===== src/hdl/assert_macros.svh =====
// Assertion macros shared by the selector RTL.
`ifndef ASSERT_MACROS_SVH
`define ASSERT_MACROS_SVH

// check a property on every rising clock edge outside reset
`define LSGS_ASSERT(label, prop, msg) \
  label: assert property (@(posedge clk_i) disable iff (!rst_ni) (prop)) else $error(msg);

// check that a condition never holds outside reset
`define LSGS_NEVER(label, cond, msg) \
  label: assert property (@(posedge clk_i) disable iff (!rst_ni) !(cond)) else $error(msg);

`endif


===== src/hdl/lsgs_pkg.sv =====
// Types and constants of the least served generator selector.
package lsgs_pkg;

  localparam int unsigned ELAPSED_W  = 40;
  localparam int unsigned MADE_W     = 20;
  localparam int unsigned USE_W      = 32;
  localparam int unsigned TIME_W     = 48;
  localparam int unsigned MSUM_W     = 32;
  localparam int unsigned DIS_W      = 8;
  localparam int unsigned EPOCH_W    = 48;
  localparam int unsigned SRC_W      = 3;
  localparam int unsigned MIN_W      = 16;
  localparam int unsigned CNT_W      = 4;
  localparam int unsigned US_W       = 26;
  localparam int unsigned THR_W      = MIN_W + 1 + US_W;
  localparam int unsigned CFG_IDX_W  = 2;
  localparam int unsigned CFG_DATA_W = 16;

  localparam logic [US_W-1:0] US_PER_MINUTE = US_W'(60000000);

  localparam logic [1:0]       RST_METRIC  = 2'd0;
  localparam logic [MIN_W-1:0] RST_MINUTES = MIN_W'(30);
  localparam logic [CNT_W-1:0] RST_COUNT   = CNT_W'(1);
  localparam logic [DIS_W-1:0] RST_PENALTY = DIS_W'(10);

  typedef enum logic [1:0] {
    METRIC_TIME = 2'd0,
    METRIC_USES = 2'd1,
    METRIC_MADE = 2'd2
  } metric_e;

  typedef enum logic [CFG_IDX_W-1:0] {
    CFG_METRIC  = 2'd0,
    CFG_EPOCH   = 2'd1,
    CFG_COUNT   = 2'd2,
    CFG_PENALTY = 2'd3
  } cfg_idx_e;

  typedef enum logic [4:0] {
    ST_IDLE = 5'b00001,
    ST_RD   = 5'b00010,
    ST_CHK  = 5'b00100,
    ST_SCAN = 5'b01000,
    ST_DONE = 5'b10000
  } state_e;

  typedef struct packed {
    logic                 first_round;
    logic [ELAPSED_W-1:0] elapsed_us;
    logic [MADE_W-1:0]    items_made;
  } in_t;

  typedef struct packed {
    logic [SRC_W-1:0] next_source;
    logic             epoch_cleared;
  } out_t;

  typedef struct packed {
    logic [1:0]       metric_mode;
    logic [MIN_W-1:0] epoch_minutes;
    logic [CNT_W-1:0] source_count;
    logic [DIS_W-1:0] penalty_rounds;
    logic [THR_W-1:0] epoch_thr;
  } cfg_t;

  typedef struct packed {
    logic [USE_W-1:0]  use_count;
    logic [TIME_W-1:0] time_sum;
    logic [MSUM_W-1:0] made_sum;
    logic [DIS_W-1:0]  disable_left;
  } entry_t;

endpackage


===== src/hdl/lsgs_ram.sv =====
// Generic single-port-write, registered-read RAM.
module lsgs_ram #(
  parameter int unsigned WIDTH = 8,
  parameter int unsigned DEPTH = 8,
  localparam int unsigned AW = (DEPTH > 1) ? $clog2(DEPTH) : 1
) (
  input  logic             clk_i,
  input  logic             we_i,
  input  logic [AW-1:0]    waddr_i,
  input  logic [WIDTH-1:0] wdata_i,
  input  logic [AW-1:0]    raddr_i,
  output logic [WIDTH-1:0] rdata_o
);

  logic [WIDTH-1:0] mem_q [DEPTH];
  logic [WIDTH-1:0] rdata_q;

  always_ff @(posedge clk_i) begin
    if (we_i) begin
      mem_q[waddr_i] <= wdata_i;
    end
    rdata_q <= mem_q[raddr_i];
  end

  assign rdata_o = rdata_q;

endmodule


===== src/hdl/lsgs_cfg.sv =====
// Configuration registers and registered epoch threshold.
module lsgs_cfg (
  input  logic                            clk_i,
  input  logic                            rst_ni,
  input  logic                            cfg_we_i,
  input  logic [lsgs_pkg::CFG_IDX_W-1:0]  cfg_idx_i,
  input  logic [lsgs_pkg::CFG_DATA_W-1:0] cfg_wdata_i,
  output lsgs_pkg::cfg_t                  cfg_o
);
  import lsgs_pkg::*;

  localparam logic [THR_W-1:0] RST_THR =
    THR_W'({1'b0, RST_MINUTES} + 17'd1) * THR_W'(US_PER_MINUTE);

  logic [1:0]       metric_q;
  logic [MIN_W-1:0] minutes_q;
  logic [CNT_W-1:0] count_q;
  logic [DIS_W-1:0] penalty_q;
  logic [THR_W-1:0] thr_q, thr_d;

  assign thr_d = THR_W'({1'b0, minutes_q} + 17'd1) * THR_W'(US_PER_MINUTE);

  always_ff @(posedge clk_i or negedge rst_ni) begin
    if (!rst_ni) begin
      metric_q  <= RST_METRIC;
      minutes_q <= RST_MINUTES;
      count_q   <= RST_COUNT;
      penalty_q <= RST_PENALTY;
      thr_q     <= RST_THR;
    end else begin
      thr_q <= thr_d;
      if (cfg_we_i) begin
        case (cfg_idx_e'(cfg_idx_i))
          CFG_METRIC:  metric_q  <= cfg_wdata_i[1:0];
          CFG_EPOCH:   minutes_q <= cfg_wdata_i[MIN_W-1:0];
          CFG_COUNT:   count_q   <= cfg_wdata_i[CNT_W-1:0];
          CFG_PENALTY: penalty_q <= cfg_wdata_i[DIS_W-1:0];
          default: ;
        endcase
      end
    end
  end

  assign cfg_o = '{
    metric_mode:    metric_q,
    epoch_minutes:  minutes_q,
    source_count:   count_q,
    penalty_rounds: penalty_q,
    epoch_thr:      thr_q
  };

endmodule


===== src/hdl/least_served_generator_selector.sv =====
// Top level of the least served generator selector.
//
//  channel | signals                          | direction
//  in      | in_valid_i, in_stall_o, in_data_i | request in
//  out     | out_valid_o, out_stall_i, out_data_o | request out
//  cfg     | cfg_we_i, cfg_idx_i, cfg_wdata_i   | register write
//
// A result passes the states RD, CHK, SCAN and DONE after its request is taken: a read-modify-write
// of the current source entry (not written for a first-round request), one epoch check, a scan of
// the entry RAM one entry a cycle, then the output load. The next request is taken back in IDLE.
// Reset clears all entries at once through per-entry valid bits.
// The result waits in an output register; a new request is taken meanwhile.
// A stalled output holds the finishing request in its last state.
module least_served_generator_selector #(
  parameter int unsigned MAX_SOURCES = 8
) (
  input  logic                            clk_i,
  input  logic                            rst_ni,
  input  logic                            in_valid_i,
  output logic                            in_stall_o,
  input  lsgs_pkg::in_t                   in_data_i,
  output logic                            out_valid_o,
  input  logic                            out_stall_i,
  output lsgs_pkg::out_t                  out_data_o,
  input  logic                            cfg_we_i,
  input  logic [lsgs_pkg::CFG_IDX_W-1:0]  cfg_idx_i,
  input  logic [lsgs_pkg::CFG_DATA_W-1:0] cfg_wdata_i
);
  import lsgs_pkg::*;

  `include "assert_macros.svh"

  localparam int unsigned IW   = (MAX_SOURCES > 1) ? $clog2(MAX_SOURCES) : 1;
  localparam int unsigned CMPW = IW + CNT_W;
  localparam int unsigned EW   = $bits(entry_t);
  localparam logic [IW-1:0] LAST_IDX = IW'(MAX_SOURCES - 1);

  cfg_t cfg;

  state_e           state_q, state_d;
  logic [IW-1:0]    idx_q, idx_d;
  logic [IW-1:0]    cur_q, cur_d;
  logic [IW-1:0]    pick_q, pick_d;
  logic [TIME_W-1:0] best_q, best_d;
  logic             cleared_q, cleared_d;
  logic [EPOCH_W-1:0] epoch_q, epoch_d;
  logic [MAX_SOURCES-1:0] valid_q, valid_d;
  in_t              req_q;
  out_t             out_q, out_d;
  logic             out_valid_q, out_valid_d;

  logic          accept, out_load, clr;
  logic [IW-1:0] raddr, waddr, rd_idx;
  logic          we;
  entry_t        rdata, ent, wentry;
  logic [EW-1:0] rdata_raw;

  logic [USE_W:0]   use_sum;
  logic [TIME_W:0]  time_sum;
  logic [MSUM_W:0]  made_sum;
  logic [EPOCH_W:0] epoch_sum;
  logic [TIME_W-1:0] metric;
  logic          mode_ok, in_use;

  lsgs_cfg u_cfg (
    .clk_i,
    .rst_ni,
    .cfg_we_i,
    .cfg_idx_i,
    .cfg_wdata_i,
    .cfg_o (cfg)
  );

  lsgs_ram #(
    .WIDTH (EW),
    .DEPTH (MAX_SOURCES)
  ) u_ram (
    .clk_i,
    .we_i    (we),
    .waddr_i (waddr),
    .wdata_i (wentry),
    .raddr_i (raddr),
    .rdata_o (rdata_raw)
  );

  assign rdata = entry_t'(rdata_raw);

  assign accept   = in_valid_i && !in_stall_o;
  assign in_stall_o = (state_q != ST_IDLE);
  assign out_load = (state_q == ST_DONE) && (!out_valid_q || !out_stall_i);

  assign rd_idx = (state_q == ST_RD) ? cur_q : idx_q;
  assign ent    = valid_q[rd_idx] ? rdata : '0;

  assign use_sum   = {1'b0, ent.use_count} + (USE_W+1)'(1);
  assign time_sum  = {1'b0, ent.time_sum} + (TIME_W+1)'(req_q.elapsed_us);
  assign made_sum  = {1'b0, ent.made_sum} + (MSUM_W+1)'(req_q.items_made);
  assign epoch_sum = {1'b0, epoch_q} + (EPOCH_W+1)'(req_q.elapsed_us);

  assign clr = (cfg.epoch_minutes != '0) && (epoch_q >= EPOCH_W'(cfg.epoch_thr));

  assign mode_ok = (cfg.metric_mode == METRIC_TIME) || (cfg.metric_mode == METRIC_USES) ||
                   (cfg.metric_mode == METRIC_MADE);
  assign in_use  = CMPW'(idx_q) < CMPW'(cfg.source_count);

  always_comb begin
    case (metric_e'(cfg.metric_mode))
      METRIC_TIME: metric = ent.time_sum;
      METRIC_USES: metric = TIME_W'(ent.use_count);
      METRIC_MADE: metric = TIME_W'(ent.made_sum);
      default:     metric = ent.time_sum;
    endcase
  end

  always_comb begin
    state_d     = state_q;
    idx_d       = idx_q;
    cur_d       = cur_q;
    pick_d      = pick_q;
    best_d      = best_q;
    cleared_d   = cleared_q;
    epoch_d     = epoch_q;
    valid_d     = valid_q;
    out_d       = out_q;
    out_valid_d = out_valid_q && out_stall_i;
    raddr       = cur_q;
    waddr       = rd_idx;
    we          = 1'b0;
    wentry      = ent;

    case (state_q)
      ST_IDLE: begin
        if (accept) begin
          state_d = ST_RD;
        end
      end
      ST_RD: begin
        wentry.use_count = use_sum[USE_W] ? '1 : use_sum[USE_W-1:0];
        wentry.time_sum  = time_sum[TIME_W] ? '1 : time_sum[TIME_W-1:0];
        wentry.made_sum  = made_sum[MSUM_W] ? '1 : made_sum[MSUM_W-1:0];
        if (req_q.items_made == '0) begin
          wentry.disable_left = cfg.penalty_rounds;
        end
        if (!req_q.first_round) begin
          we             = 1'b1;
          valid_d[cur_q] = 1'b1;
          epoch_d        = epoch_sum[EPOCH_W] ? '1 : epoch_sum[EPOCH_W-1:0];
        end
        state_d = ST_CHK;
      end
      ST_CHK: begin
        cleared_d = clr;
        if (clr) begin
          valid_d = '0;
          epoch_d = '0;
        end
        raddr   = '0;
        idx_d   = '0;
        state_d = ST_SCAN;
      end
      ST_SCAN: begin
        raddr = idx_q + IW'(1);
        if (idx_q == '0) begin
          best_d = metric;
          pick_d = '0;
        end else if (mode_ok && in_use && metric < best_q && ent.disable_left == '0) begin
          best_d = metric;
          pick_d = idx_q;
        end
        if (valid_q[idx_q] && ent.disable_left != '0) begin
          we                  = 1'b1;
          wentry.disable_left = ent.disable_left - DIS_W'(1);
        end
        if (idx_q == LAST_IDX) begin
          state_d = ST_DONE;
        end else begin
          idx_d = idx_q + IW'(1);
        end
      end
      ST_DONE: begin
        if (out_load) begin
          out_d       = '{next_source: SRC_W'(pick_q), epoch_cleared: cleared_q};
          out_valid_d = 1'b1;
          cur_d       = pick_q;
          state_d     = ST_IDLE;
        end
      end
      default: state_d = ST_IDLE;
    endcase
  end

  always_ff @(posedge clk_i or negedge rst_ni) begin
    if (!rst_ni) begin
      state_q     <= ST_IDLE;
      idx_q       <= '0;
      cur_q       <= '0;
      pick_q      <= '0;
      cleared_q   <= 1'b0;
      epoch_q     <= '0;
      valid_q     <= '0;
      out_valid_q <= 1'b0;
    end else begin
      state_q     <= state_d;
      idx_q       <= idx_d;
      cur_q       <= cur_d;
      pick_q      <= pick_d;
      cleared_q   <= cleared_d;
      epoch_q     <= epoch_d;
      valid_q     <= valid_d;
      out_valid_q <= out_valid_d;
    end
  end

  always_ff @(posedge clk_i) begin
    best_q <= best_d;
    out_q  <= out_d;
    if (accept) begin
      req_q <= in_data_i;
    end
  end

  assign out_valid_o = out_valid_q;
  assign out_data_o  = out_q;

  `LSGS_ASSERT(a_accept_reads, accept |=> state_q == ST_RD, "accepted request did not start a read")
  `LSGS_ASSERT(a_clear_wipes, (state_q == ST_CHK && clr) |=> (epoch_q == '0 && valid_q == '0),
               "epoch clear left state behind")
  `LSGS_ASSERT(a_pick_in_use,
               (state_q == ST_DONE) |-> (pick_q == '0 || CMPW'(pick_q) < CMPW'(cfg.source_count)),
               "picked a source that is not in use")
  `LSGS_NEVER(a_load_over_full, out_load && out_valid_q && out_stall_i,
              "result overwrote a stalled result")

endmodule


===== config.mk =====
export PLATFORM = sky130hd
export DESIGN_NAME = least_served_generator_selector
export DESIGN_NICKNAME = d
export VERILOG_FILES = /design/src/hdl/lsgs_pkg.sv /design/src/hdl/lsgs_ram.sv /design/src/hdl/lsgs_cfg.sv /design/src/hdl/least_served_generator_selector.sv
export VERILOG_INCLUDE_DIRS = /design/src /design/src/hdl
export SDC_FILE = /design/constraint.sdc
export NUM_CORES = 2
export LEC_CHECK = 0
export ABC_AREA = 1
export BUFFER_PORTS_ARGS = -buffer_cell sky130_fd_sc_hd__buf_2
export CAP_MARGIN = 10
export CELL_PAD_IN_SITES_DETAIL_PLACEMENT = 1
export CELL_PAD_IN_SITES_GLOBAL_PLACEMENT = 1
export CORE_AREA = 5 5 431 602
export DETAILED_ROUTE_END_ITERATION = 10
export DIE_AREA = 0 0 436 607
export MAX_ROUTING_LAYER = met4
export PLACE_DENSITY_LB_ADDON = 0.1
export SLEW_MARGIN = 20
export SYNTH_ARGS = -nofsm -noshare
export SYNTH_HDL_FRONTEND = slang
export SYNTH_SLANG_ARGS = --single-unit

===== constraint.sdc =====
create_clock -name clk_i -period 17.5 [get_ports clk_i]
set_clock_uncertainty 0.1 [all_clocks]
set_input_delay 1.75 -clock clk_i [delete_from_list [all_inputs] [get_ports clk_i]]
set_output_delay 1.75 -clock clk_i [all_outputs]
set_load 0.03 [all_outputs]

Word-level counts from Yosys, hierarchy flattened
Memories as Yosys holds them, arrays and structs flattened. A register that Yosys moved wholly into a read port is not among the register bits.
Index checks and enable logic that the tools add are counted.

storage, ports and cells
  word-level logic and storage cells = 129
  bits in writable memories = 960
  output and inout bits = 6
  register bits after elaboration = 250
  memories = 1

memory list
  name         words  width  rd ports  clocked after Yosys merged registers in  write ports  RTL line        RTL
  u_ram.mem_q  8      120    1         1                                        1            lsgs_ram.sv:15  logic [WIDTH-1:0] mem_q [DEPTH];

operators by class
  multiply operators = 1
  order comparisons = 7
  equal/unequal tests = 18
  add/subtract/negate cells = 7
  muxes and demuxes = 41
  reduce and logical (&&, ||, !) cells = 34
  bitwise logic cells = 1

operators by type and width
  operator                                                     number
  two-way mux 48 bit                                           6
  case mux 48 bit (2 select lines)                             2
  two-way mux 120 bit                                          1
  two-way mux 112 bit                                          1
  adder 48 x 40 -> 49 bit                                      2
  two-way mux 32 bit                                           2
  greater-or-equal comparator 48 x 43 -> 1 bit                 1
  less-than comparator 48 bit                                  1
  multiplier 43 x 18 -> 35 bit (second input constant)         1
  adder 32 x 1 -> 33 bit (second input constant)               1
  adder 32 x 20 -> 33 bit                                      1
  two-way mux 8 bit                                            4
  case mux 8 bit (2 select lines)                              2
  case mux 5 bit (5 select lines)                              1
  zero test 20 bit                                             1
  adder 16 x 1 -> 17 bit (second input constant)               1
  nonzero test 16 bit                                          1
  two-way mux 5 bit                                            3
  AND reduction 2 bit                                          7
  less-than comparator 3 x 4 -> 1 bit (second input constant)  3
  two-way mux 3 bit                                            4
  != test 2 bit (second input constant)                        6
  case mux 3 bit (2 select lines)                              2
  logical AND 1 bit                                            9
  26 further kinds                                             46

Longest topological paths before layout
  depth in word-level cells = 11
  gate-level depth with buffers = 40

By module
A second synthesis with hierarchy kept.

unflattened totals
  cell total of the unflattened synthesis = 8039
  area, all modules = 71483.6 µm²

by module, submodules not included
  module                           area an instance (µm²)  times used  cells an instance
  lsgs_ram                         44072.3                 1           4286
  least_served_generator_selector  18804.3                 1           2681
  lsgs_cfg                         8607.0                  1           1072

Least setup slack after synthesis
Ideal clock, no wire load.

  path kind = reg2reg
  start = register state_q[0]
  end = memory u_ram.mem_q[3][0] (netlist bit), enable pin
  data arrival time = 13881 ps
  cell stages (with the launch flop) = 22
  setup time = 894 ps
  path buffers = 4
  path slack = 2625 ps
  data required time = 16506 ps
  clock period less this slack = 14875 ps
  cells stage by stage = dfstp_2 nor2_4 nand3_4 buf_6 nand2_1 o21ai_2 inv_2 nand2_2 nand2_4 buf_8 inv_8 buf_8 buf_6 nand2_1 ha_1 nand4_2 nand2_2 nor2_1 inv_1 o21ai_1 inv_2 nor4_1

between the ends
  longest elaborated chain between the ends = 11

RTL lines
  element                                  RTL line                                                                       RTL
  start, declared                          least_served_generator_selector.sv:40                                          state_e state_q, state_d;
  start signal, assigned                   least_served_generator_selector.sv:203                                         state_q <= state_d;
  equality test 5 x 2 -> 1 bit             least_served_generator_selector.sv:92, least_served_generator_selector.sv:131
  two-way mux 3 bit                        least_served_generator_selector.sv:92                                          assign rd_idx = (state_q == ST_RD) ? cur_q : idx_q;
  binary-select mux 1 bit (select 3 bit)   least_served_generator_selector.sv:93                                          assign ent = valid_q[rd_idx] ? rdata : '0;
  two-way mux 1 bit (implied by the code)  least_served_generator_selector.sv:93
  two-way mux 120 bit                      least_served_generator_selector.sv:93
  nonzero test 8 bit                       least_served_generator_selector.sv:170                                         if (valid_q[idx_q] && ent.disable_left != '0) begin
  logical AND 1 bit                        least_served_generator_selector.sv:170
  two-way mux 1 bit                        least_served_generator_selector.sv:170
  case mux 1 bit (2 select lines)          least_served_generator_selector.sv:131                                         case (state_q)
  two-way mux 1 bit                        lsgs_ram.sv:19                                                                 if (we_i) begin
  two-way mux 1 bit (implied by the code)  lsgs_ram.sv:20                                                                 mem_q[waddr_i] <= wdata_i;
  end, declared                            lsgs_ram.sv:15

Several ways; a longest one is shown, not always the timed one. The select of a mux whose other input is x is not followed.

Worst setup path in the final report
  start = register state_q[0]
  end = memory u_ram.mem_q[1][61] (netlist bit) (data pin)

between the ends
  longest elaborated chain between the ends = 8

RTL lines
  element                                  RTL line                                                                       RTL
  equality test 5 x 2 -> 1 bit *           least_served_generator_selector.sv:92, least_served_generator_selector.sv:131
  two-way mux 3 bit                        least_served_generator_selector.sv:92
  binary-select mux 1 bit (select 3 bit)   least_served_generator_selector.sv:93
  two-way mux 1 bit (implied by the code)  least_served_generator_selector.sv:93
  two-way mux 120 bit                      least_served_generator_selector.sv:93
  adder 48 x 40 -> 49 bit                  least_served_generator_selector.sv:96                                          assign time_sum = {1'b0, ent.time_sum} + (TIME_W+1)'(req_q.elapsed_us);
  two-way mux 48 bit                       least_served_generator_selector.sv:139                                         wentry.time_sum = time_sum[TIME_W] ? '1 : time_sum[TIME_W-1:0];
  two-way mux 112 bit *                    least_served_generator_selector.sv:131
  net u_ram.wdata_i[61]                    lsgs_ram.sv:10                                                                 input logic [WIDTH-1:0] wdata_i,

Mark *: on every way through the listed nets, which the timed path passes. The rest lies on a longest branch. The select of a mux whose other input is x is not followed.

==> metrics.csv <==
metric,value,unit
status,"complete, no violations",
Area after DPL,69750,sq um
first drt pass iteration count,4,
sw power,8.023,mW
number of max-cap violations,0,
CTS Root Cell,clkbuf_16,
Synth Register Bits,1330,
Critical Path Source,state_q[0],
# resized after CTS,0,
H-Tree Depth,4,
"CTS clk-pin slew, worst paths",0.06,ns
top cell type's share of synthesized area,49.23,%
CTS tree,yes,
worst path required time,17.91,ns
DRT antenna net count,0,
CP Launch Type,register,
Die X,436,um
CP Max Fanout,58,
I/O pins,90,
routed wire length,234.1,mm
Initial Utilization,25.82,%
Post-Layout Cell Count,9768,
Post-CTS Hold Buffers,0,
clk_lat worst skew,0.85,ns
DR vias,46090,
setup violators final,0,
full die area,264700,sq um
PwrDens,229.7,nW/um^2
Syn Area/Cell,10.46,sq um
uppermost layer routed,met4,
Core ar.,253500,sq um
Async SR Flop Fraction,10.30,%
cell leakage power,29.45,nW
Setup TNS Final,0,ns
fillers,28110,
DR iter-0 viols,2047,
synth cell count leaders,"nor2_1, edfxtp_1, inv_1",
CP most frequent cell,nand2_1,
Tcrit/Tclk final,48.86,%
post-synthesis sequential area ratio,58.19,%
placed insts,9472,
Post-synth EDFFs,1073,
Via density,4.719,
Mapped Cells,6256,
area grow syn2layout,14.24,%
Post-Synthesis Cell Area,65450,sq um
Congestion Overflow GR,0,
first-pass GRT wire length,340.8,mm
internal cell power,9.154,mW
combinational share of power,53.1,%
Final HPWL DP,153.9,mm
syn_nets,6771,
CTS max path bufs,4,
Yosys cell types,78,
Worst path slowest cell,a22oi_1,
Num CTS Buffers,162,
die height,607,um
WL/cell,23.97,um
Clock power frac,18.9,%
RR Startpoint,state_q[0],
Critical Path AT,8.96,ns
vias in the first global route,49700,
Synth Flop Type,edfxtp_1,
num rows,219,
headroom to the max-slew limit,26.91,%
clock sink count,1330,
Max Fclk,0.1170,GHz
largest area contributor in the netlist,edfxtp_1,
class of the most critical setup path,register to register,
crit path capture type,register,
Worst Tran Pin Value,1.096,ns
WL met3,4.870,mm
CP max stage delay,0.70,ns
fin area,74770,sq um
Tot GR Track Use,17.85,%
routed wl met2,125.1,mm
Met1 Wirelength,97.80,mm
fin. max-slew vios,0,
Worst Hold Class,register to register,
DRC,0,
Final Hold Viols,0,
Final min period,8.551,ns
Seq pwr share,28.0,%
initial antenna violation count,11,
layout cells sized above 1,8.205,%
gpl congestion,0.8091,
hold_sp,cleared_q,
top-count cell post-synth,nor2_1,
Net Sw Frac,46.71,%
RSZ-0062 raised after global routing,false,
Yosys warning count,0,
fin nets,6836,
input/output buffers,89,
Post-CTS Setup Inserts,0,
top post-synthesis cells by area,"edfxtp_1, ha_1, nor2_1",
maximum vdd drop,386.1,uV
largest net degree at the start of global routing,166,
-- layout by cell type (no fill, tap or decap), types with 10 or more instances in the layout --
cell | synthesis | routed
nor2_1 | 1090 | 1088
clkinv_2 | 0 | 25
dfstp_2 | 23 | 23
nand4_1 | 47 | 47
buf_4 | 2 | 57
o221ai_1 | 43 | 43
nor2_4 | 9 | 11
fa_1 | 94 | 94
dfrtp_1 | 114 | 114
a22o_1 | 14 | 14
or2_2 | 12 | 12
ha_1 | 337 | 337
inv_2 | 18 | 20
nor4_1 | 25 | 19
clkbuf_16 | 0 | 166
buf_2 | 7 | 88
dfxtp_1 | 120 | 120
nor3_1 | 58 | 55
nor2_2 | 11 | 11
o21ai_0 | 671 | 666
edfxtp_1 | 1073 | 1073
a31oi_1 | 160 | 160
nand3_1 | 146 | 145
nand2_2 | 19 | 19
o22ai_1 | 131 | 131
a21o_1 | 12 | 12
a21boi_0 | 20 | 20
inv_1 | 702 | 697
o21ai_1 | 16 | 18
nand2_1 | 523 | 523
xor2_1 | 85 | 85
xnor2_1 | 49 | 49
clkbuf_1 | 227 | 51
clkinv_1 | 2 | 15
a21oi_1 | 229 | 228
o21a_1 | 22 | 22
a22oi_2 | 10 | 10
clkbuf_8 | 0 | 13
a22oi_1 | 28 | 28
-- flip-flops by register name, summed over array words and instances, names as in the netlist, 5 cells and up --
name	cells
best_q	48
u_ram.mem_q	960
req_q	61
valid_q	8
u_cfg.thr_q	35
u_cfg.minutes_q	16
u_ram.rdata_o	120
state_q	5
epoch_q	48
u_cfg.penalty_q	8
-- cell families (layout without fill, tap and decap cells) --
kind of cell / count (synthesis) / in the layout / share of synthesized area [%]
AO/OA/AOI/OAI: 1409 / 1409 / 12.35
XOR/XNOR: 134 / 134 / 1.793
adder cells (fa/ha/maj): 431 / 431 / 9.318
buffers and inverters: 976 / 1167 / 5.714
flip-flops: 1330 / 1330 / 58.19
multiplexers: 1 / 1 / 0.01530
other: 0 / 6 / 0
AND/OR/NAND/NOR: 1975 / 1975 / 12.62
-- routing by layer --
metal  vias up  GRT usage [%]
met3       288          1.765
met1     23510          20.37
met2       448          33.40
met4         0          4.612
li1      21850              -
met5         -              -
-- final cells by class --
| cell class | count | area, sq um | area share [%] |
|---|---|---|---|
| inverters | 723 | 2736 | 3.660 |
| well taps | 3315 | 4148 | 5.548 |
| multi-input cells | 3950 | 23740 | 31.76 |
| diodes | 6 | 15.01 | 0.02008 |
| clock buffers | 230 | 4524 | 6.051 |
| repair buffers | 154 | 1040 | 1.391 |
| clock inverters | 60 | 480.5 | 0.6426 |
| flip-flops and latches | 1330 | 38080 | 50.93 |
-- critical path: cells and delay by family, from the launching register on --
| family | cells | cell delay, ns |
|---|---|---|
| simple gates | 14 | 2.53 |
| flops | 1 | 0.56 |
| fa+ha+maj | 1 | 0.48 |
| buf+inv | 5 | 1.87 |
| compound gates | 8 | 2.46 |
-- path summary, 6_finish.rpt --
path,to,slack (ns),cells after the start
max in group asynchronous,state_q[3],15.02,2
min,out_data_o[0],0.35,0
min reg2reg,out_data_o[0],0.35,0
max,u_ram.mem_q[1][61],8.95,28
min in group asynchronous,u_cfg.thr_q[36],0.93,1
max reg2reg,u_ram.mem_q[1][61],8.95,28
-- power by group through the flow --
stage | registers (mW) | logic [mW] | clock network, mW
after floorplan | 4.70 | 5.90 | 0
after global placement | 4.89 | 9.46 | 0
after detailed placement | 4.88 | 9.47 | 0
after CTS | 4.82 | 9.54 | 3.38
after global routing | 4.84 | 10.2 | 3.50
final | 4.81 | 9.12 | 3.25
-- metrics by stage --
| step | utilization (%) | power (mW) | setup WS (ns) | hold slack [ns] |
|---|---|---|---|---|
| after floorplan | - | 10.60 | 2.625 | 0.3253 |
| after global placement | 27.52 | 14.35 | 8.705 | 0.3324 |
| after detailed placement | 27.52 | 14.35 | 8.729 | 0.3437 |
| after CTS | 29.49 | 17.74 | 8.652 | 0.3529 |
| after global routing | 29.49 | 18.58 | 8.327 | 0.3749 |
| final | 29.50 | 17.18 | 8.949 | 0.3507 |
Power figures use the tool's default switching activity.
